### config.mk
export PLATFORM = sky130hd
export DESIGN_NAME = header_sync_frame_receiver_unit
export DESIGN_NICKNAME = d
export VERILOG_FILES = /design/src/rtl/hsfr_pkg.sv /design/src/rtl/header_sync_frame_receiver_unit.sv /design/src/rtl/hsfr_queue.sv /design/src/rtl/hsfr_front.sv /design/src/rtl/hsfr_back.sv
export SDC_FILE = /design/constraint.sdc
export NUM_CORES = 1
export LEC_CHECK = 0
export ABC_AREA = 1
export BUFFER_PORTS_ARGS = -buffer_cell sky130_fd_sc_hd__buf_2
export CORE_MARGIN = 2
export CORE_UTILIZATION = 30
export DETAILED_ROUTE_END_ITERATION = 7
export PLACE_DENSITY = 0.43
export SLEW_MARGIN = 20
export SYNTH_ARGS = -nofsm -noshare
export SYNTH_HDL_FRONTEND = slang
export SYNTH_HIERARCHICAL = 1
export SYNTH_SLANG_ARGS = --single-unit
### constraint.sdc
create_clock -name clk -period 2.85 [get_ports clk]
set_clock_uncertainty 0.15 [all_clocks]
set_input_delay 0.1425 -clock clk [delete_from_list [all_inputs] [get_ports clk]]
set_output_delay 0.1425 -clock clk [all_outputs]
set_load 0.03 [all_outputs]
### src/rtl/hsfr_pkg.sv
// ---------------------------------------------------------------------------
// hsfr_pkg
// Shared types and constants of the header sync frame receiver.
// ---------------------------------------------------------------------------
package hsfr_pkg;

	localparam int MAX_FRAME = 64;
	localparam int MIN_FRAME = 3;
	localparam int POS_W     = $clog2(MAX_FRAME);
	localparam int LEN_W     = $clog2(MAX_FRAME + 1);
	localparam int ADDR_W    = POS_W + 1;
	localparam int QUEUE_DEPTH = 2;

	// Register indexes on the configuration port.
	localparam logic [1:0] REG_FIRST_HEADER  = 2'd0;
	localparam logic [1:0] REG_SECOND_HEADER = 2'd1;
	localparam logic [1:0] REG_FRAME_LENGTH  = 2'd2;
	localparam logic [1:0] REG_TEST_MODE     = 2'd3;

	typedef struct packed {
		logic [7:0] first_header;
		logic [7:0] second_header;
		logic [7:0] frame_length;
		logic       test_mode;
	} cfg_t;

	// One unit of work for the back end: an echo byte or a stored frame.
	typedef struct packed {
		logic             echo;
		logic [7:0]       data;
		logic             bank;
		logic [LEN_W-1:0] len;
	} job_t;

	typedef struct packed {
		logic              en;
		logic [ADDR_W-1:0] addr;
		logic [7:0]        data;
	} wr_t;

	typedef struct packed {
		logic en;
		logic bank;
	} release_t;

endpackage

### src/rtl/header_sync_frame_receiver_unit.sv
// ---------------------------------------------------------------------------
// header_sync_frame_receiver_unit
// Two-byte header, fixed-length frame receiver with test mode echo.
// ---------------------------------------------------------------------------
//  Channel  Direction  Contents
//  s_*      in         tdata[7:0] rx_byte
//  m_*      out        tdata[7:0] out_byte, tdata[14:8] frame_bytes;
//                      tlast last_of_frame; tuser is_echo
//  APB      in         reg 0 first_header, 1 second_header,
//                      2 frame_length, 3 test_mode (byte address 4*i)
//
//  Received bytes are taken one per cycle while the job queue has room and
//  the frame bank being filled is not still being emitted.
//  Each emitted frame byte passes the back end as a bank read, then an
//  output register load; an echo is loaded from the popped job, no bank read.
//  Two frame banks let one frame be emitted while the next is received.
//  Reset clears the hunt state, the queue and the bank busy flags.
//  A stall on the output holds the back end only; the front end keeps
//  receiving until both banks or the queue are occupied.
// ---------------------------------------------------------------------------
module header_sync_frame_receiver_unit (
	input  logic        clk,
	input  logic        arst_n,
	input  logic        s_tvalid,
	output logic        s_tready,
	input  logic [7:0]  s_tdata,   // [7:0] rx_byte
	output logic        m_tvalid,
	input  logic        m_tready,
	output logic [15:0] m_tdata,   // [7:0] out_byte, [14:8] frame_bytes, [15] zero
	output logic        m_tlast,
	output logic        m_tuser,   // [0] is_echo
	input  logic        psel,
	input  logic        penable,
	input  logic        pwrite,
	input  logic [3:0]  paddr,
	input  logic [31:0] pwdata,
	output logic [31:0] prdata,
	output logic        pready
);
	import hsfr_pkg::*;

	cfg_t     cfg_q;
	logic     q_push;
	job_t     q_job;
	logic     q_full;
	logic     q_valid;
	logic     q_pop;
	job_t     q_head;
	wr_t      mem_wr;
	release_t bank_release;
	logic [1:0] bank_busy;
	logic     cfg_write;

	assign pready    = 1'b1;
	assign cfg_write = psel && penable && pwrite && pready;

	always_ff @(posedge clk or negedge arst_n) begin
		if (!arst_n) begin
			cfg_q.first_header  <= 8'hAA;
			cfg_q.second_header <= 8'h55;
			cfg_q.frame_length  <= 8'(MAX_FRAME);
			cfg_q.test_mode     <= 1'b0;
		end else if (cfg_write) begin
			case (paddr[3:2])
				REG_FIRST_HEADER:  cfg_q.first_header  <= pwdata[7:0];
				REG_SECOND_HEADER: cfg_q.second_header <= pwdata[7:0];
				REG_FRAME_LENGTH:  cfg_q.frame_length  <= pwdata[7:0];
				REG_TEST_MODE:     cfg_q.test_mode     <= pwdata[0];
				default: ;
			endcase
		end
	end

	always_comb begin
		case (paddr[3:2])
			REG_FIRST_HEADER:  prdata = {24'd0, cfg_q.first_header};
			REG_SECOND_HEADER: prdata = {24'd0, cfg_q.second_header};
			REG_FRAME_LENGTH:  prdata = {24'd0, cfg_q.frame_length};
			REG_TEST_MODE:     prdata = {31'd0, cfg_q.test_mode};
			default:           prdata = 32'd0;
		endcase
	end

	hsfr_front u_front (
		.clk          (clk),
		.arst_n       (arst_n),
		.cfg          (cfg_q),
		.s_tvalid     (s_tvalid),
		.s_tready     (s_tready),
		.s_tdata      (s_tdata),
		.q_full       (q_full),
		.q_push       (q_push),
		.q_job        (q_job),
		.mem_wr       (mem_wr),
		.bank_release (bank_release),
		.bank_busy    (bank_busy)
	);

	hsfr_queue u_queue (
		.clk      (clk),
		.arst_n   (arst_n),
		.push     (q_push),
		.push_job (q_job),
		.full     (q_full),
		.valid    (q_valid),
		.pop      (q_pop),
		.head     (q_head)
	);

	hsfr_back u_back (
		.clk          (clk),
		.arst_n       (arst_n),
		.mem_wr       (mem_wr),
		.q_valid      (q_valid),
		.q_head       (q_head),
		.q_pop        (q_pop),
		.bank_release (bank_release),
		.m_tvalid     (m_tvalid),
		.m_tready     (m_tready),
		.m_tdata      (m_tdata),
		.m_tlast      (m_tlast),
		.m_tuser      (m_tuser)
	);

	// A job is never offered to a full queue.
	a_no_overflow: assert property (@(posedge clk) disable iff (!arst_n)
		q_push |-> !q_full)
		else $error("job pushed into full queue");

	// The front end never writes a bank that is still being emitted.
	a_bank_free: assert property (@(posedge clk) disable iff (!arst_n)
		mem_wr.en |-> !bank_busy[mem_wr.addr[ADDR_W-1]])
		else $error("write into busy frame bank");

	// An echo is always a single-byte run with no frame count.
	a_echo_shape: assert property (@(posedge clk) disable iff (!arst_n)
		(m_tvalid && m_tuser) |-> (m_tlast && (m_tdata[14:8] == 7'd0)))
		else $error("malformed echo result");

	// A bank is only released while it is marked busy.
	a_release_busy: assert property (@(posedge clk) disable iff (!arst_n)
		bank_release.en |-> bank_busy[bank_release.bank])
		else $error("release of idle frame bank");

endmodule

### src/rtl/hsfr_queue.sv
// ---------------------------------------------------------------------------
// hsfr_queue
// Small job queue between the receive front end and the emit back end.
// ---------------------------------------------------------------------------
module hsfr_queue (
	input  logic          clk,
	input  logic          arst_n,
	input  logic          push,
	input  hsfr_pkg::job_t push_job,
	output logic          full,
	output logic          valid,
	input  logic          pop,
	output hsfr_pkg::job_t head
);
	import hsfr_pkg::*;

	localparam int PTR_W = $clog2(QUEUE_DEPTH);
	localparam int CNT_W = $clog2(QUEUE_DEPTH + 1);

	job_t             entry_q [QUEUE_DEPTH];
	logic [PTR_W-1:0] wr_ptr_q;
	logic [PTR_W-1:0] rd_ptr_q;
	logic [CNT_W-1:0] count_q;
	logic             do_push;
	logic             do_pop;

	assign full    = (count_q == CNT_W'(QUEUE_DEPTH));
	assign valid   = (count_q != '0);
	assign head    = entry_q[rd_ptr_q];
	assign do_push = push && !full;
	assign do_pop  = pop && valid;

	always_ff @(posedge clk or negedge arst_n) begin
		if (!arst_n) begin
			wr_ptr_q <= '0;
			rd_ptr_q <= '0;
			count_q  <= '0;
		end else begin
			if (do_push) begin
				wr_ptr_q <= wr_ptr_q + 1'b1;
			end
			if (do_pop) begin
				rd_ptr_q <= rd_ptr_q + 1'b1;
			end
			if (do_push && !do_pop) begin
				count_q <= count_q + 1'b1;
			end else if (!do_push && do_pop) begin
				count_q <= count_q - 1'b1;
			end
		end
	end

	always_ff @(posedge clk) begin
		if (do_push) begin
			entry_q[wr_ptr_q] <= push_job;
		end
	end

endmodule

### src/rtl/hsfr_front.sv
// ---------------------------------------------------------------------------
// hsfr_front
// Receive front end: header hunt, byte collection into one of two frame
// banks, and job generation for echoes and completed frames.
// ---------------------------------------------------------------------------
module hsfr_front (
	input  logic               clk,
	input  logic               arst_n,
	input  hsfr_pkg::cfg_t     cfg,
	input  logic               s_tvalid,
	output logic               s_tready,
	input  logic [7:0]         s_tdata,
	input  logic               q_full,
	output logic               q_push,
	output hsfr_pkg::job_t     q_job,
	output hsfr_pkg::wr_t      mem_wr,
	input  hsfr_pkg::release_t bank_release,
	output logic [1:0]         bank_busy
);
	import hsfr_pkg::*;

	logic [POS_W-1:0] fill_q;
	logic [LEN_W-1:0] target_q;
	logic             wbank_q;
	logic [1:0]       busy_q;
	logic             accept;
	logic [LEN_W-1:0] next_count;
	logic             frame_done;
	logic [LEN_W-1:0] eff_len;
	logic [1:0]       busy_set;
	logic [1:0]       busy_clr;

	assign bank_busy  = busy_q;
	assign s_tready   = !q_full && !busy_q[wbank_q];
	assign accept     = s_tvalid && s_tready;
	assign next_count = {1'b0, fill_q} + 1'b1;

	always_comb begin
		if (cfg.frame_length > 8'(MAX_FRAME)) begin
			eff_len = LEN_W'(MAX_FRAME);
		end else if (cfg.frame_length < 8'(MIN_FRAME)) begin
			eff_len = LEN_W'(MIN_FRAME);
		end else begin
			eff_len = cfg.frame_length[LEN_W-1:0];
		end
	end

	// The collecting phase starts at position two, once both headers are in.
	assign frame_done = accept && !cfg.test_mode && (fill_q >= POS_W'(2))
		&& (next_count >= target_q);

	always_comb begin
		mem_wr.en   = 1'b0;
		mem_wr.addr = {wbank_q, fill_q};
		mem_wr.data = s_tdata;
		if (accept && !cfg.test_mode) begin
			case (fill_q)
				POS_W'(0): mem_wr.en = (s_tdata == cfg.first_header);
				POS_W'(1): mem_wr.en = (s_tdata == cfg.second_header);
				default:   mem_wr.en = 1'b1;
			endcase
		end
	end

	always_comb begin
		q_push     = (accept && cfg.test_mode) || frame_done;
		q_job.echo = cfg.test_mode;
		q_job.data = s_tdata;
		q_job.bank = wbank_q;
		q_job.len  = next_count;
	end

	assign busy_set = frame_done ? (2'b01 << wbank_q) : 2'b00;
	assign busy_clr = bank_release.en ? (2'b01 << bank_release.bank) : 2'b00;

	always_ff @(posedge clk or negedge arst_n) begin
		if (!arst_n) begin
			fill_q   <= '0;
			target_q <= LEN_W'(MAX_FRAME);
			wbank_q  <= 1'b0;
			busy_q   <= 2'b00;
		end else begin
			busy_q <= (busy_q | busy_set) & ~busy_clr;
			if (accept && !cfg.test_mode) begin
				case (fill_q)
					POS_W'(0): begin
						if (s_tdata == cfg.first_header) begin
							fill_q <= POS_W'(1);
						end
					end
					POS_W'(1): begin
						if (s_tdata == cfg.second_header) begin
							fill_q   <= POS_W'(2);
							target_q <= eff_len;
						end else begin
							fill_q <= '0;
						end
					end
					default: begin
						if (frame_done) begin
							fill_q  <= '0;
							wbank_q <= !wbank_q;
						end else begin
							fill_q <= fill_q + 1'b1;
						end
					end
				endcase
			end
		end
	end

endmodule

### src/rtl/hsfr_back.sv
// ---------------------------------------------------------------------------
// hsfr_back
// Emit back end: holds the two frame banks and plays jobs out of the queue
// byte by byte into the output register.
// ---------------------------------------------------------------------------
module hsfr_back (
	input  logic                    clk,
	input  logic                    arst_n,
	input  hsfr_pkg::wr_t           mem_wr,
	input  logic                    q_valid,
	input  hsfr_pkg::job_t          q_head,
	output logic                    q_pop,
	output hsfr_pkg::release_t      bank_release,
	output logic                    m_tvalid,
	input  logic                    m_tready,
	output logic [15:0]             m_tdata,
	output logic                    m_tlast,
	output logic                    m_tuser
);
	import hsfr_pkg::*;

	localparam logic [1:0] B_IDLE  = 2'd0;
	localparam logic [1:0] B_FETCH = 2'd1;
	localparam logic [1:0] B_LOAD  = 2'd2;
	localparam logic [1:0] B_ECHO  = 2'd3;

	logic [7:0]        mem [2*MAX_FRAME];
	logic [7:0]        rdata_q;
	logic [1:0]        state_q;
	job_t              job_q;
	logic [POS_W-1:0]  idx_q;
	logic [ADDR_W-1:0] rd_addr;
	logic              out_free;
	logic              out_load;
	logic              is_last;
	logic              out_valid_q;
	logic [7:0]        out_byte_q;
	logic [LEN_W-1:0]  out_len_q;
	logic              out_last_q;
	logic              out_echo_q;

	assign rd_addr  = {job_q.bank, idx_q};
	assign out_free = !out_valid_q || m_tready;
	assign out_load = ((state_q == B_LOAD) || (state_q == B_ECHO)) && out_free;
	assign is_last  = ({1'b0, idx_q} + 1'b1) == job_q.len;
	assign q_pop    = (state_q == B_IDLE) && q_valid;

	assign bank_release.en   = (state_q == B_LOAD) && out_free && is_last;
	assign bank_release.bank = job_q.bank;

	assign m_tvalid = out_valid_q;
	assign m_tdata  = {{(16 - 8 - LEN_W){1'b0}}, out_len_q, out_byte_q};
	assign m_tlast  = out_last_q;
	assign m_tuser  = out_echo_q;

	always_ff @(posedge clk) begin
		if (mem_wr.en) begin
			mem[mem_wr.addr] <= mem_wr.data;
		end
		rdata_q <= mem[rd_addr];
	end

	always_ff @(posedge clk or negedge arst_n) begin
		if (!arst_n) begin
			state_q     <= B_IDLE;
			idx_q       <= '0;
			out_valid_q <= 1'b0;
		end else begin
			if (out_valid_q && m_tready && !out_load) begin
				out_valid_q <= 1'b0;
			end
			case (state_q)
				B_IDLE: begin
					if (q_valid) begin
						idx_q   <= '0;
						state_q <= q_head.echo ? B_ECHO : B_FETCH;
					end
				end
				B_FETCH: begin
					state_q <= B_LOAD;
				end
				B_LOAD: begin
					if (out_free) begin
						out_valid_q <= 1'b1;
						if (is_last) begin
							state_q <= B_IDLE;
						end else begin
							idx_q   <= idx_q + 1'b1;
							state_q <= B_FETCH;
						end
					end
				end
				B_ECHO: begin
					if (out_free) begin
						out_valid_q <= 1'b1;
						state_q     <= B_IDLE;
					end
				end
				default: begin
					state_q <= B_IDLE;
				end
			endcase
		end
	end

	always_ff @(posedge clk) begin
		if (q_pop) begin
			job_q <= q_head;
		end
		if ((state_q == B_LOAD) && out_free) begin
			out_byte_q <= rdata_q;
			out_len_q  <= job_q.len;
			out_last_q <= is_last;
			out_echo_q <= 1'b0;
		end else if ((state_q == B_ECHO) && out_free) begin
			out_byte_q <= job_q.data;
			out_len_q  <= '0;
			out_last_q <= 1'b1;
			out_echo_q <= 1'b1;
		end
	end

endmodule

* Word level (Yosys, flattened, before mapping)
Memories as Yosys holds them, arrays and structs flattened. A register that Yosys moved wholly into a read port is not among the register bits.
Index checks and enable logic that the tools add are counted.
** Operators by class
- $add $sub $neg :: 8
- $mul :: 0
- Divide/modulo/power cells :: 0
- Magnitude comparators :: 5
- Equal/unequal tests :: 16
- Shift operators :: 2
- Mux-type cells :: 38
- Bitwise logic cells :: 4
- Reductions and logical operators :: 48
** Operators by type and width (number)
- $pmux 32 s4 :: 1
- $mux 6 :: 5
- $mux 7 :: 4
- $pmux 6 s2 :: 2
- $logic_and 1x1->1 :: 19
- $mux 2 :: 9
- $eq 8x8->1 :: 2
- $mux 8 :: 2
- $add 6x1->7 const B :: 2
- $mux 1 :: 13
- $add 6x1->6 const B :: 2
- $eq 2x2->1 const B :: 5
- $reduce_and 2->1 :: 5
- $reduce_and 3->1 :: 3
- $gt 8x7->1 const B :: 1
- $logic_not 1->1 :: 8
- $lt 8x2->1 const B :: 1
- $ne 2x1->1 const B :: 4
- $pmux 2 s4 :: 1
- $reduce_bool 2->1 :: 4
- $eq 7x7->1 :: 1
- $ge 7x7->1 :: 1
- $eq 6x1->1 const B :: 1
- $ge 6x2->1 const B :: 1
- 17 further kinds :: 24
** Storage, ports and cells
- Register bits after elaboration :: 87
- Bits in latches :: 0
- Memory bits (writable) :: 1058
- ROM bits :: 0
- Bits of input ports :: 51
- Memories kept :: 2
** Memories
- u_back.mem :: depth 128, bits a word 8, rd ports 1, clocked after Yosys merged registers in 1, write ports 1, RTL line hsfr_back.sv:27 : logic [7:0] mem [2*MAX_FRAME];
- u_queue.entry_q :: depth 2, bits a word 17, rd ports 1, clocked after Yosys merged registers in 0, write ports 1, RTL line hsfr_queue.sv:20 : job_t entry_q [QUEUE_DEPTH];

* Longest topological paths before layout
Gate-level depths: netlist of the first run.
- Depth in word-level cells :: 14
- Mapped depth :: 20

* Hierarchy
The synthesis of the first run kept the hierarchy.
** By module, submodules not included
- hsfr_back :: times used 1, cells each 3744, area each 43649.4 sq um, sequential area each 32115.8 sq um
- hsfr_front :: times used 1, cells each 260, area each 1742.9 sq um, sequential area each 401.6 sq um
- hsfr_queue :: times used 1, cells each 120, area each 1605.3 sq um, sequential area each 1121.1 sq um
- header_sync_frame_receiver_unit :: times used 1, cells each 180, area each 1397.6 sq um, sequential area each 636.9 sq um

* Worst setup path before layout of the first run
No wires, ideal clock.
- Kind :: register to register
- Start :: reg u_front.fill_q[0]
- End :: mem u_queue/entry_q[1][0] (netlist name) (enable)
- Setup time :: 390 ps
- Arrival time :: 2579 ps
- Setup slack :: -270 ps
- Cell stages (with the launch flop) :: 15
- Buffers on the path :: 0
- Clock period less this slack :: 3120 ps
- Cells stage by stage :: dfrtp_1 -> ha_1 -> nand3_1 -> nand2_1 -> nand2_1 -> inv_1 -> ha_1 -> nand2_1 -> a21oi_1 -> nor2_1 -> nand2_1 -> nand2_4 -> nand2_1 -> o21ai_1 -> nor2_1
** RTL lines
- start: declaration :: RTL line hsfr_front.sv:22 : logic [POS_W-1:0] fill_q;
- start signal: assignment :: RTL line hsfr_front.sv:104 : fill_q <= fill_q + 1'b1;
- end: declaration :: RTL line hsfr_queue.sv:20

* Final worst setup path of the first run
- Start :: reg u_front.fill_q[0]
- End :: reg u_front.target_q[0]
** Between the ends
- Longest elaborated chain between the ends :: 2
** RTL lines
- $eq 6x1->1 :: RTL line hsfr_front.sv:85 : case (fill_q)
- $reduce_and 3->1 (no source line)
- end signal: assignment :: RTL line hsfr_front.sv:79 : target_q <= LEN_W'(MAX_FRAME);
- end signal: assignment :: RTL line hsfr_front.sv:94 : target_q <= eff_len;
- end: declaration :: RTL line hsfr_front.sv:23 : logic [LEN_W-1:0] target_q;
No other way between the ends.
A chain may end at the register's enable or synchronous reset.

==> insert_results.sql, run 1 <==
INSERT INTO impl_metrics (metric_group, metric, value, unit) VALUES
('outcome', 'outcome', 'finished clean', ''),
('cts', 'tritoncts_num_sinks', '1153', ''),
('cts', 'cts_max_path_buffers', '3', ''),
('cts', 'clock_insertion_delay_worst_skew', '0.76', 'ns'),
('detailed_routing', 'detail_route.iter0.violations', '2517', ''),
('synth', 'synth_sequential_area_ratio', '0.7082', ''),
('cts', 'h_tree_levels', '4', ''),
('timing', 'rsz0062_at_grt', 'yes', ''),
('synth', 'yosysWarnings', '6', ''),
('critical_path', 'critical_path.startpoint_type', 'flop', ''),
('grt', 'via_count_of_the_first_global_routing_pass', '31430', ''),
('timing', 'final.period_utilization', '0.9734', ''),
('power', 'p_per_area', '849.6', 'nW/µm²'),
('run', 'maxCapViolations', '0', ''),
('critical_path', 'crit_type', 'flop to flop', ''),
('layout', 'layout.core_utilization', '0.3594', ''),
('power', 'p_total', '48970', 'µW'),
('critical_path', 'capturing_point_of_the_worst_reg2reg_path', 'u_front/target_q[0]', ''),
('grt', 'grt_first_pass_wirelength', '210.4', 'mm'),
('power', 'static_power_due_to_leakage', '0.02116', 'µW'),
('detailed_routing', 'antenna_left', '0', ''),
('cts', 'clock_tree.root_cell', 'clkbuf_16', ''),
('layout', 'areaGrowthSynthToFinish', '19.11', '%'),
('grt', 'maximum_number_of_pins_on_one_net_before_global_route_repair', '131', ''),
('timing', 'timing_max_transition_violations_final', '0', ''),
('timing', 'timing.final.crit_period', '2.774', 'ns'),
('placed_design', 'place_congestion', '0.7957', ''),
('cts', 'clk_pin_slew_worst_paths', '0.06', 'ns'),
('timing', 'max_slew_margin', '0.2781', ''),
('timing', 'timing.final.setup_violations', '0', ''),
('min_path', 'timing.hold.worst.class', 'input pin to flop', ''),
('synth', 'synthArstFlopShare', '0.04683', ''),
('layout', 'final_cell_count_no_fill', '6814', ''),
('synth', 'dominantRegCellSynth', 'edfxtp_1', ''),
('timing', 'final.hold.worst_slack', '0.07479', 'ns'),
('layout', 'register_area', '34290', 'µm²'),
('floorplanning', 'die_w', '405.6', 'µm'),
('synth', 'synth_seq_cells', '1153', ''),
('detailed_routing', 'finalWirelength', '142.7', 'mm'),
('min_path', 'worst_hold_startpoint', 'pwdata[0]', ''),
('grt', 'initial_antenna_violation_count', '3', ''),
('synth', 'synthesis.area_per_instance', '11.24', 'µm²'),
('critical_path', 'worst_r2r_startpoint', 'u_front/fill_q[0]', ''),
('synth', 'synth_most_common_cell', 'nand2_1', ''),
('synth', 'synth_top_area_cell', 'edfxtp_1', ''),
('floorplanning', 'core_region_area', '160400', 'µm²'),
('synth', 'syn-cell-area', '48400', 'µm²'),
('layout', 'finish.net_count', '4623', ''),
('min_path', 'timing.hold.worst_endpoint', 'cfg_q[9]', ''),
('floorplanning', 'height_of_the_chip', '405.6', 'µm'),
('detailed_routing', 'avgRoutedWirePerCell', '20.94', 'µm'),
('timing', 'finalHoldViolCount', '0', ''),
('grt', 'grt_total_usage', '0.1728', ''),
('floorplanning', 'floorplan.initialDensity', '0.3017', ''),
('detailed_routing', 'drt_drc_violations_left', '0', ''),
('placed_design', 'dp.final_hpwl', '84.96', 'mm'),
('cts', 'numCtsBuffers', '133', ''),
('placed_design', 'post-place-cells', '6515', ''),
('min_path', 'hold-path-cell-count', '4', ''),
('timing', 'fmax', '360.5', 'MHz'),
('power', 'power.ir.vdd_worst', '0.5983', 'mV'),
('synth', 'netlist_top_cells_count', 'nand2_1 (1471), edfxtp_1 (1090), nand3_1 (971), nor2_1 (180), buf_2 (126)', ''),
('placed_design', 'place.port_buffers', '51', ''),
('layout', 'multi_input_area', '12470', 'µm²'),
('detailed_routing', 'drt_pre_antenna_iters', '7', ''),
('critical_path', 'ff2ff_setup_slack', '0.08', 'ns'),
('critical_path', 'worst-endpoint-required', '3.33', 'ns'),
('timing', 'tightestPinTransition', '1.083', 'ns'),
('critical_path', 'critPathMaxFanout', '5', ''),
('critical_path', 'critPathArrivalTime', '3.25', 'ns'),
('cts', 'cts_tree', 'yes', '');
==> worst max-delay path, cell delays in order, from the launching register on <==
cell           delay, ns
dfrtp_1             0.42
buf_4               0.15
buf_4               0.13
ha_1                0.20
inv_2               0.09
nor2_4              0.05
nand2_2             0.08
nor2_4              0.04
dlygate4sd3_1       0.54
buf_4               0.15
nand3_1             0.06
nand2_1             0.05
dlygate4sd3_1       0.54
==> routing by layer <==
layer / up-vias / share of wire / track usage
li1: 15320 / - / -
met2: 700 / 0.47 / 0.2787
met3: 177 / 0.043 / 0.02572
met5: - / 0 / 0
met1: 15680 / 0.47 / 0.2438
met4: 0 / 0.019 / 0.04291
==> placed cells by master, fill, tap and decap left out, drive strengths merged <==
master and n:
nor2 196, nor3 11, xor2 9, buf 315, dfstp 10, a21oi 11, clkbuf 177, edfxtp 1090
bufinv 7, and2 1, dfrtp 44, inv 113, nand2 1507, clkinv 38, ha 13, nand4 6
diode 1, clkinvlp 2, xnor2 14, dlygate4sd3 64, a22oi 2, nand3 977, o21ai 10, or2 1
conb 26, dfxtp 9
==> logic make-up after synthesis <==
family,after synthesis,synth area share
AND/OR/NAND/NOR,2699,0.2420
flip-flops,1153,0.7082
buffers and inverters,390,0.03930
AO/OA/AOI/OAI,23,0.002559
XOR/XNOR,23,0.004318
adder cells (fa/ha/maj),13,0.003361
other,3,0.0002327
==> power by group <==
part           internal (µW)  switching (µW)  total [µW]
Combinational           3840            9250       13100
Sequential             19200             391       19600
Clock                   9500            6790       16300
Total                  32500           16400       49000
==> stage by stage <==
stage	TNS (ns)	instance area (µm²)	setup slack (ns)
floorplan	-63.55	48540	-0.1346
CTS	0	57440	0.01829
detailed placement	-6.443	52710	-0.1332
global placement	-6.154	52710	-0.1203
finish	0	57640	0.07571
global route	-0.1111	57640	-0.03219
==> state kept, by name (all words and copies together), names as in the netlist, 6 cells and up <==
signal and count:
cfg_q 25, u_back/idx_q 6, u_back/job_q 15, u_back/mem 1024
u_back/out_byte_q 8, u_back/out_len_q 7, u_back/rdata_q 8, u_front/fill_q 6
u_front/target_q 7, u_queue/entry_q 34
==> worst max path at each step <==
stage	start	end	slack, ns	cells after the start
2_1_floorplan	u_queue/count_q[1]	u_back/mem[90][0]	-0.13	14
3_3_place_gp	cfg_q[15]	u_back/mem[54][3]	-0.12	15
3_5_place_dp	cfg_q[15]	u_back/mem[54][7]	-0.13	15
4_1_cts	cfg_q[15]	u_back/mem[54][1]	0.02	15
5_1_grt	u_front/fill_q[0]	u_queue/count_q[1]	-0.03	17
6_report	u_front/fill_q[0]	u_front/target_q[0]	0.08	12
==> area by class of cell <==
| class | instances | share of cell area |
|---|---|---|
| clock buffer | 175 | 0.06247 |
| clock inverter | 54 | 0.008379 |
| multi-input combinational | 2784 | 0.2163 |
| inverter | 106 | 0.007424 |
| antenna | 1 | 0.00004341 |
| tap | 2160 | 0.04689 |
| timing repair buffer | 381 | 0.06362 |
| sequential | 1153 | 0.5948 |
==> timing repair <==
item                                    CTS  global route
resized for setup                         1            33
hold buffers                             64             0
pin swaps                                 0             4
setup buffers                             0             3
endpoints found under the hold margin   540             0
cloned                                    0             2
endpoints found under the setup margin  104           763
Power figures use the tool's default switching activity.
==> run 2, diff against run 1 <==
Settings changed: PLACE_DENSITY 0.43 to 0.41.
Clock period 2.85 ns to 3.4 ns, I/O delays scaled along.
==> run 2 against run 1 <==
Global-route usage grew 0.22 points. Maximum frequency fell by 11%. Clock-buffer cell count unchanged. Worst hold slack worse by 0.0068 ns. Combinational power decreased by 18%. Die area unchanged. Total power down 15%. Cell area down 0.92%. Critical path depth rose by 3. Largest power group unchanged. Sequential share of layout area grew 0.55 points. Routed wire length increased by 0.86%. Setup slack improved by 0.21 ns.
==> insert_results.sql, run 2 (synthesized netlist as in run 1, its figures left out) <==
INSERT INTO impl_metrics (metric_group, metric, value, unit) VALUES
('timing', 'fin_tns_setup', '0', 'ns'),
('floorplanning', 'ios', '104', ''),
('placed_design', 'placedInstanceArea', '52360', 'µm²'),
('cts', 'h_tree_levels', '4', ''),
('cts', 'cts_max_path_buffers', '3', ''),
('grt', 'overall_overflow_remaining_after_global_route', '0', ''),
('layout', 'fin_area', '57110', 'µm²'),
('placed_design', 'place.port_buffers', '51', ''),
('timing', 'timing.final.setup_violations', '0', ''),
('critical_path', 'ff2ff_setup_slack', '0.29', 'ns'),
('cts', 'clk_pin_slew_worst_paths', '0.06', 'ns'),
('layout', 'areaGrowthSynthToFinish', '18.01', '%'),
('cts', 'cts_tree', 'yes', ''),
('detailed_routing', 'route.met3.wl', '6.471', 'mm'),
('layout', 'layout.core_utilization', '0.3561', ''),
('detailed_routing', 'via_per_inst', '4.645', ''),
('layout', 'flip_flop_count_of_the_largest_register_after_layout', '1024', ''),
('detailed_routing', 'met2_length', '67.25', 'mm'),
('cts', 'clock_insertion_delay_worst_skew', '0.75', 'ns'),
('grt', 'grt_total_usage', '0.1750', ''),
('critical_path', 'timing.critical_path.to', 'u_back/mem[85][4]', ''),
('layout', 'largest-register', 'u_back/mem', ''),
('cts', 'post_cts.resized_instances', '0', ''),
('timing', 'max_slew_margin', '0.3345', ''),
('critical_path', 'crit_type', 'flop to flop', ''),
('detailed_routing', 'dr.max_layer_used', 'met5', ''),
('critical_path', 'timing.critical_path.to_type', 'flop', ''),
('critical_path', 'critPathMaxFanout', '12', ''),
('min_path', 'timing.hold.worst.class', 'input pin to flop', ''),
('layout', 'final_common_cell', 'nand2_1', ''),
('floorplanning', 'height_of_the_chip', '405.6', 'µm'),
('placed_design', 'dp.final_hpwl', '85.85', 'mm'),
('detailed_routing', 'drt_drc_violations_left', '0', ''),
('timing', 'final.period_utilization', '0.9149', ''),
('power', 'power.ir.vdd_worst', '0.5117', 'mV'),
('placed_design', 'place_congestion', '0.7982', ''),
('detailed_routing', 'vias', '31570', ''),
('critical_path', 'capturing_point_of_the_worst_reg2reg_path', 'u_back/mem[85][4]', ''),
('critical_path', 'worst_r2r_path_depth', '15', ''),
('placed_design', 'dp_worst_setup_slack', '0.3001', 'ns'),
('cts', 'clock_tree.root_cell', 'clkbuf_16', ''),
('timing', 'setup_ws', '0.2895', 'ns'),
('floorplanning', 'placement_rows', '147', ''),
('critical_path', 'worstSetupPathDepth', '15', ''),
('critical_path', 'worst_r2r_startpoint', 'u_queue/count_q[1]', ''),
('detailed_routing', 'detail_route.iter0.violations', '2440', ''),
('layout', 'finish.net_count', '4602', ''),
('critical_path', 'critical_path.startpoint_type', 'flop', ''),
('power', 'static_power_due_to_leakage', '0.02101', 'µW'),
('critical_path', 'worst-endpoint-required', '3.71', 'ns'),
('layout', 'layout_common_cells', 'nand2_1 (1471), edfxtp_1 (1090), nand3_1 (971)', ''),
('run', 'maxCapViolations', '0', ''),
('timing', 'fmax', '321.5', 'MHz'),
('cts', 'tritoncts_num_sinks', '1153', ''),
('grt', 'via_count_of_the_first_global_routing_pass', '31080', ''),
('floorplanning', 'die_area', '164500', 'µm²'),
('detailed_routing', 'drt-met1-wl', '66.94', 'mm'),
('grt', 'initial_antenna_violation_count', '3', ''),
('floorplanning', 'die_w', '405.6', 'µm'),
('power', 'p_per_area', '725.0', 'nW/µm²'),
('detailed_routing', 'antenna_left', '0', ''),
('cts', 'numCtsBuffers', '135', ''),
('critical_path', 'cells_along_the_critical_path', 'inv_1, nor2_2, inv_1, nand2_2, nor2_8, nand3_4, inv_4, nand3_4, nand2_4, nand2_1, nand2_1, buf_4, nand3_1, nor2_1, buf_4', ''),
('grt', 'maximum_number_of_pins_on_one_net_before_global_route_repair', '124', ''),
('critical_path', 'critPathTopFamily', 'simple AND/OR/NAND/NOR gates', ''),
('grt', 'grt_first_pass_wirelength', '212.1', 'mm'),
('detailed_routing', 'drt_pre_antenna_iters', '5', ''),
('timing', 'timing_max_transition_violations_final', '0', ''),
('floorplanning', 'core_region_area', '160400', 'µm²'),
('detailed_routing', 'finalWirelength', '143.9', 'mm'),
('timing', 'tightestPinTransition', '0.9982', 'ns'),
('critical_path', 'cp_slowest_cell', 'nand3_1', ''),
('timing', 'timing.final.crit_period', '3.111', 'ns'),
('timing', 'rsz0062_at_grt', 'no', ''),
('timing', 'finalHoldViolCount', '0', ''),
('critical_path', 'critical_path_buf_inv_count', '5', ''),
('floorplanning', 'floorplan.initialDensity', '0.3017', ''),
('outcome', 'outcome', 'finished clean', ''),
('critical_path', 'critPathArrivalTime', '3.42', 'ns'),
('critical_path', 'timing.critical_path.from', 'u_queue/count_q[1]', ''),
('layout', 'diodes', '0', ''),
('critical_path', 'worst_path_largest_cell_delay', '0.41', 'ns'),
('layout', 'largestRegisters', 'u_back/mem (1024), u_queue/entry_q (34), cfg_q (25)', ''),
('layout', 'drive_gt1_frac', '0.1242', ''),
('detailed_routing', 'avgRoutedWirePerCell', '21.18', 'µm');
-- run 2: changes by cell type in the layout (fill, tap and decap cells not counted), moves of 4 or more --
| cell | before | now |
|---|---|---|
| clkbuf_1 | 35 | 31 |
| buf_4 | 206 | 230 |
| bufinv_16 | 7 | 11 |
| nor2_4 | 21 | 10 |
| clkinv_1 | 26 | 30 |
| dlygate4sd3_1 | 64 | 46 |
| buf_12 | 52 | 30 |
| nor2_2 | 25 | 5 |
| nor2_1 | 149 | 180 |
| buf_6 | 13 | 8 |
-- run 2: timing repair --
item | in CTS | in global routing
hold buffers | 47 | 0
hold endpoints to repair | 302 | 0
setup buffers | 0 | 0
-- run 2: worst min-delay path by stage --
| stage | startpoint | endpoint | slack [ns] | depth (start not counted) |
|---|---|---|---|---|
| floorplan | arst_n | cfg_q[0] | -0.28 | 0 |
| global placement | arst_n | u_back/m_tvalid | 0.05 | 1 |
| detailed placement | arst_n | u_back/m_tvalid | 0.04 | 1 |
| CTS | pwdata[5] | cfg_q[6] | 0.02 | 4 |
| global route | pwdata[5] | cfg_q[6] | 0.07 | 4 |
| finish | pwdata[5] | cfg_q[6] | 0.07 | 4 |
-- run 2: metal layers --
metal | track usage | vias to the layer above
met4 | 0.04885 | 2
li1 | - | 15290
met3 | 0.03013 | 196
met1 | 0.2459 | 15460
met2 | 0.2777 | 625
met5 | 0 | -
-- run 2: metrics by stage --
stage | power (µW) | hold slack (ns) | cells
CTS | 42110 | 0.01899 | 6797
global placement | 27650 | 0.04598 | 6514
finish | 41410 | 0.06802 | 6797
floorplan | 23400 | -0.2756 | 4327
detailed placement | 27660 | 0.03772 | 6514
global route | 43590 | 0.07400 | 6797
-- run 2: tightest hold or removal path: stages --
cell	delay, ns
dlygate4sd3_1	0.52
buf_2	0.13
nand2_1	0.05
nand2_1	0.06
-- run 2: final cells by class --
class	instances	area, µm²
clock inverter	61	606.8
sequential	1153	34290
timing repair buffer	358	3098
multi-input combinational	2784	12300
tap	2160	2703
fill	16020	103300
clock buffer	175	3686
inverter	106	427.9
-- run 2: power breakdown --
group | total, µW | switching (µW) | internal, µW
sequential | 16500 | 372 | 16100
combinational | 10700 | 7710 | 3000
clock | 14200 | 5770 | 8460
total | 41400 | 13900 | 27500
==> run 3, diff against run 2 <==
Settings changed: CORE_MARGIN 2 to unset, TNS_END_PERCENT set to 100.
==> run 3 against run 2 <==
Largest cell class unchanged. First-iteration DRC count down 5.2%. Critical path type unchanged. Critical path depth down 3. Worst hold slack worse by 0.013 ns. The flow now finishes with violations (design-rule violations). Sequential share of layout area up 0.12 points. Register-to-register slack worse by 0.13 ns. Setup slack worse by 0.13 ns. Maximum frequency down 4.0%. Total power down 1.0%. Global-route usage about the same. Sequential power about the same. Cell area down 0.20%.
==> insert_results.sql, run 3 (synthesized netlist as in run 1, its figures left out) <==
INSERT INTO impl_metrics (metric_group, metric, value, unit) VALUES
('cts', 'cts_setup_buffers', '0', ''),
('timing', 'timing_max_transition_violations_final', '0', ''),
('power', 'p_per_area', '719.1', 'nW/µm²'),
('outcome', 'failed_checks', 'design-rule violations', ''),
('placed_design', 'place.port_buffers', '51', ''),
('grt', 'via_count_of_the_first_global_routing_pass', '31150', ''),
('detailed_routing', 'antenna_left', '0', ''),
('floorplanning', 'height_of_the_chip', '403.6', 'µm'),
('cts', 'numCtsBuffers', '136', ''),
('timing', 'finalHoldViolCount', '0', ''),
('floorplanning', 'floorplan.initialDensity', '0.3017', ''),
('cts', 'clk_pin_slew_worst_paths', '0.06', 'ns'),
('critical_path', 'critPathMaxFanout', '12', ''),
('power', 'p_total', '40990', 'µW'),
('cts', 'clock_tree.root_cell', 'clkbuf_16', ''),
('layout', 'areaGrowthSynthToFinish', '17.77', '%'),
('critical_path', 'ff2ff_setup_slack', '0.16', 'ns'),
('layout', 'fin_area', '57000', 'µm²'),
('placed_design', 'place_congestion', '0.7702', ''),
('min_path', 'timing.hold.worst.class', 'input pin to flop', ''),
('detailed_routing', 'vias', '31570', ''),
('detailed_routing', 'via_per_inst', '4.656', ''),
('critical_path', 'capturing_point_of_the_worst_reg2reg_path', 'u_back/mem[96][3]', ''),
('layout', 'finish.net_count', '4589', ''),
('critical_path', 'critPathArrivalTime', '3.56', 'ns'),
('floorplanning', 'ios', '104', ''),
('critical_path', 'worst_r2r_path_depth', '12', ''),
('grt', 'maximum_number_of_pins_on_one_net_before_global_route_repair', '131', ''),
('floorplanning', 'placement_rows', '147', ''),
('critical_path', 'timing.critical_path.to_type', 'flop', ''),
('grt', 'grt_first_pass_wirelength', '211.4', 'mm'),
('timing', 'max_slew_margin', '0.3612', ''),
('layout', 'final_common_cell', 'nand2_1', ''),
('timing', 'rsz0062_at_grt', 'no', ''),
('critical_path', 'worst-endpoint-required', '3.72', 'ns'),
('critical_path', 'critical_path.startpoint_type', 'flop', ''),
('grt', 'grt_total_usage', '0.1753', ''),
('layout', 'flip_flop_count_of_the_largest_register_after_layout', '1024', ''),
('detailed_routing', 'finalWirelength', '143.1', 'mm'),
('floorplanning', 'die_w', '403.6', 'µm'),
('cts', 'clock_insertion_delay_worst_skew', '0.76', 'ns'),
('power', 'power.ir.vdd_worst', '0.5112', 'mV'),
('layout', 'nFillCells', '16090', ''),
('floorplanning', 'core_region_area', '160400', 'µm²'),
('timing', 'final.hold.worst_slack', '0.05474', 'ns'),
('cts', 'h_tree_levels', '4', ''),
('placed_design', 'dp_worst_setup_slack', '0.3647', 'ns'),
('detailed_routing', 'avgRoutedWirePerCell', '21.10', 'µm'),
('power', 'static_power_due_to_leakage', '0.02092', 'µW'),
('critical_path', 'crit_type', 'flop to flop', ''),
('cts', 'cts_tree', 'yes', ''),
('grt', 'initial_antenna_violation_count', '4', ''),
('outcome', 'outcome', 'finished with violations', ''),
('layout', 'layout_common_cells', 'nand2_1 (1471), edfxtp_1 (1090), nand3_1 (971)', ''),
('layout', 'largest-register', 'u_back/mem', ''),
('run', 'maxCapViolations', '0', ''),
('timing', 'fmax', '308.5', 'MHz'),
('detailed_routing', 'drt_pre_antenna_iters', '8', ''),
('timing', 'fin_tns_setup', '0', 'ns'),
('detailed_routing', 'drt_drc_violations_left', '2', ''),
('min_path', 'worst_hold_startpoint', 'pwdata[6]', ''),
('timing', 'timing.final.crit_period', '3.241', 'ns'),
('min_path', 'timing.hold.worst_endpoint', 'cfg_q[15]', ''),
('critical_path', 'worst_r2r_startpoint', 'cfg_q[11]', ''),
('layout', 'largestRegisters', 'u_back/mem (1024), u_queue/entry_q (34), cfg_q (25)', ''),
('detailed_routing', 'detail_route.iter0.violations', '2313', ''),
('timing', 'timing.final.setup_violations', '0', ''),
('layout', 'drive_gt1_frac', '0.1199', ''),
('placed_design', 'placedInstanceArea', '52290', 'µm²'),
('cts', 'cts_max_path_buffers', '3', ''),
('floorplanning', 'die_area', '162900', 'µm²'),
('timing', 'setup_ws', '0.1590', 'ns'),
('timing', 'final.period_utilization', '0.9532', ''),
('grt', 'overall_overflow_remaining_after_global_route', '0', ''),
('layout', 'diodes', '0', ''),
('timing', 'tightestPinTransition', '0.9582', 'ns'),
('placed_design', 'dp.final_hpwl', '84.05', 'mm'),
('cts', 'tritoncts_num_sinks', '1153', ''),
('min_path', 'hold-path-cell-count', '4', '');
==> run 3: cell count changes in the layout (fill, tap and decap cells not counted), moves of 2 or more <==
cell and change:
clkinv_1 -8, bufinv_16 -5, buf_2 -2, buf_4 -29, clkbuf_8 -2, dlygate4sd3_1 +8, buf_12 +8, inv_6 +3
clkinv_2 +4, clkbuf_1 +8, clkbuf_16 -4, inv_16 +2
==> run 3: routing by layer <==
metal  global-route usage  wire length [µm]  up-vias
met4              0.04127              2584        0
met3              0.02690              6324      165
li1                     -                 -    15250
met5                    0                 0        -
met1               0.2471             66860    15550
met2               0.2829             67340      611
==> run 3: critical path, cell delays in order, from the launching register on <==
cell and delay, ns:
dfstp_2 0.57, xnor2_1 0.13, nand2_1 0.06, dlygate4sd3_1 0.57, inv_1 0.09, nand2_2 0.06, nor2_4 0.12, nand2_1 0.05
nand2_1 0.07, buf_4 0.20, nand3_1 0.29, nor2_1 0.36, buf_4 0.23
==> run 3: area by class of cell <==
type / count / area [µm²] / area share
multi-input combinational: 2784 / 12310 / 0.2159
tap: 2160 / 2703 / 0.04742
clock inverter: 58 / 545.5 / 0.009571
clock buffer: 177 / 3588 / 0.06296
timing repair buffer: 344 / 3138 / 0.05506
sequential: 1153 / 34290 / 0.6016
inverter: 106 / 427.9 / 0.007508
==> run 3: worst max-delay path by stage <==
stage	start	end	cells after the start
after floorplan	u_front/fill_q[0]	u_queue/entry_q[1][0]	14
after global placement	u_front/fill_q[0]	u_queue/count_q[1]	18
after detailed placement	u_queue/count_q[1]	u_back/mem[28][3]	16
after CTS	cfg_q[11]	u_back/mem[28][3]	13
after global routing	cfg_q[11]	u_back/mem[97][1]	12
final	cfg_q[11]	u_back/mem[96][3]	12
==> run 3: what timing repair did <==
item | in CTS | in global routing
hold buffers | 55 | 0
endpoints found under the hold margin | 475 | 0
endpoints found under the setup margin | 0 | 6
resized for setup | 0 | 1
==> run 3: report_power, final <==
group | switching (µW) | internal (µW) | total [µW] | leakage [µW]
registers | 388 | 16100 | 16500 | 0.0105
logic | 7650 | 3040 | 10700 | 0.00836
clock network | 5890 | 7930 | 13800 | 0.00201
==> run 3: stage by stage <==
stage                     instances    util
after floorplan                4327       -
after detailed placement       6492  0.3260
after global routing           6782  0.3554
after CTS                      6782  0.3554
after global placement         6492  0.3260
final                          6782  0.3554
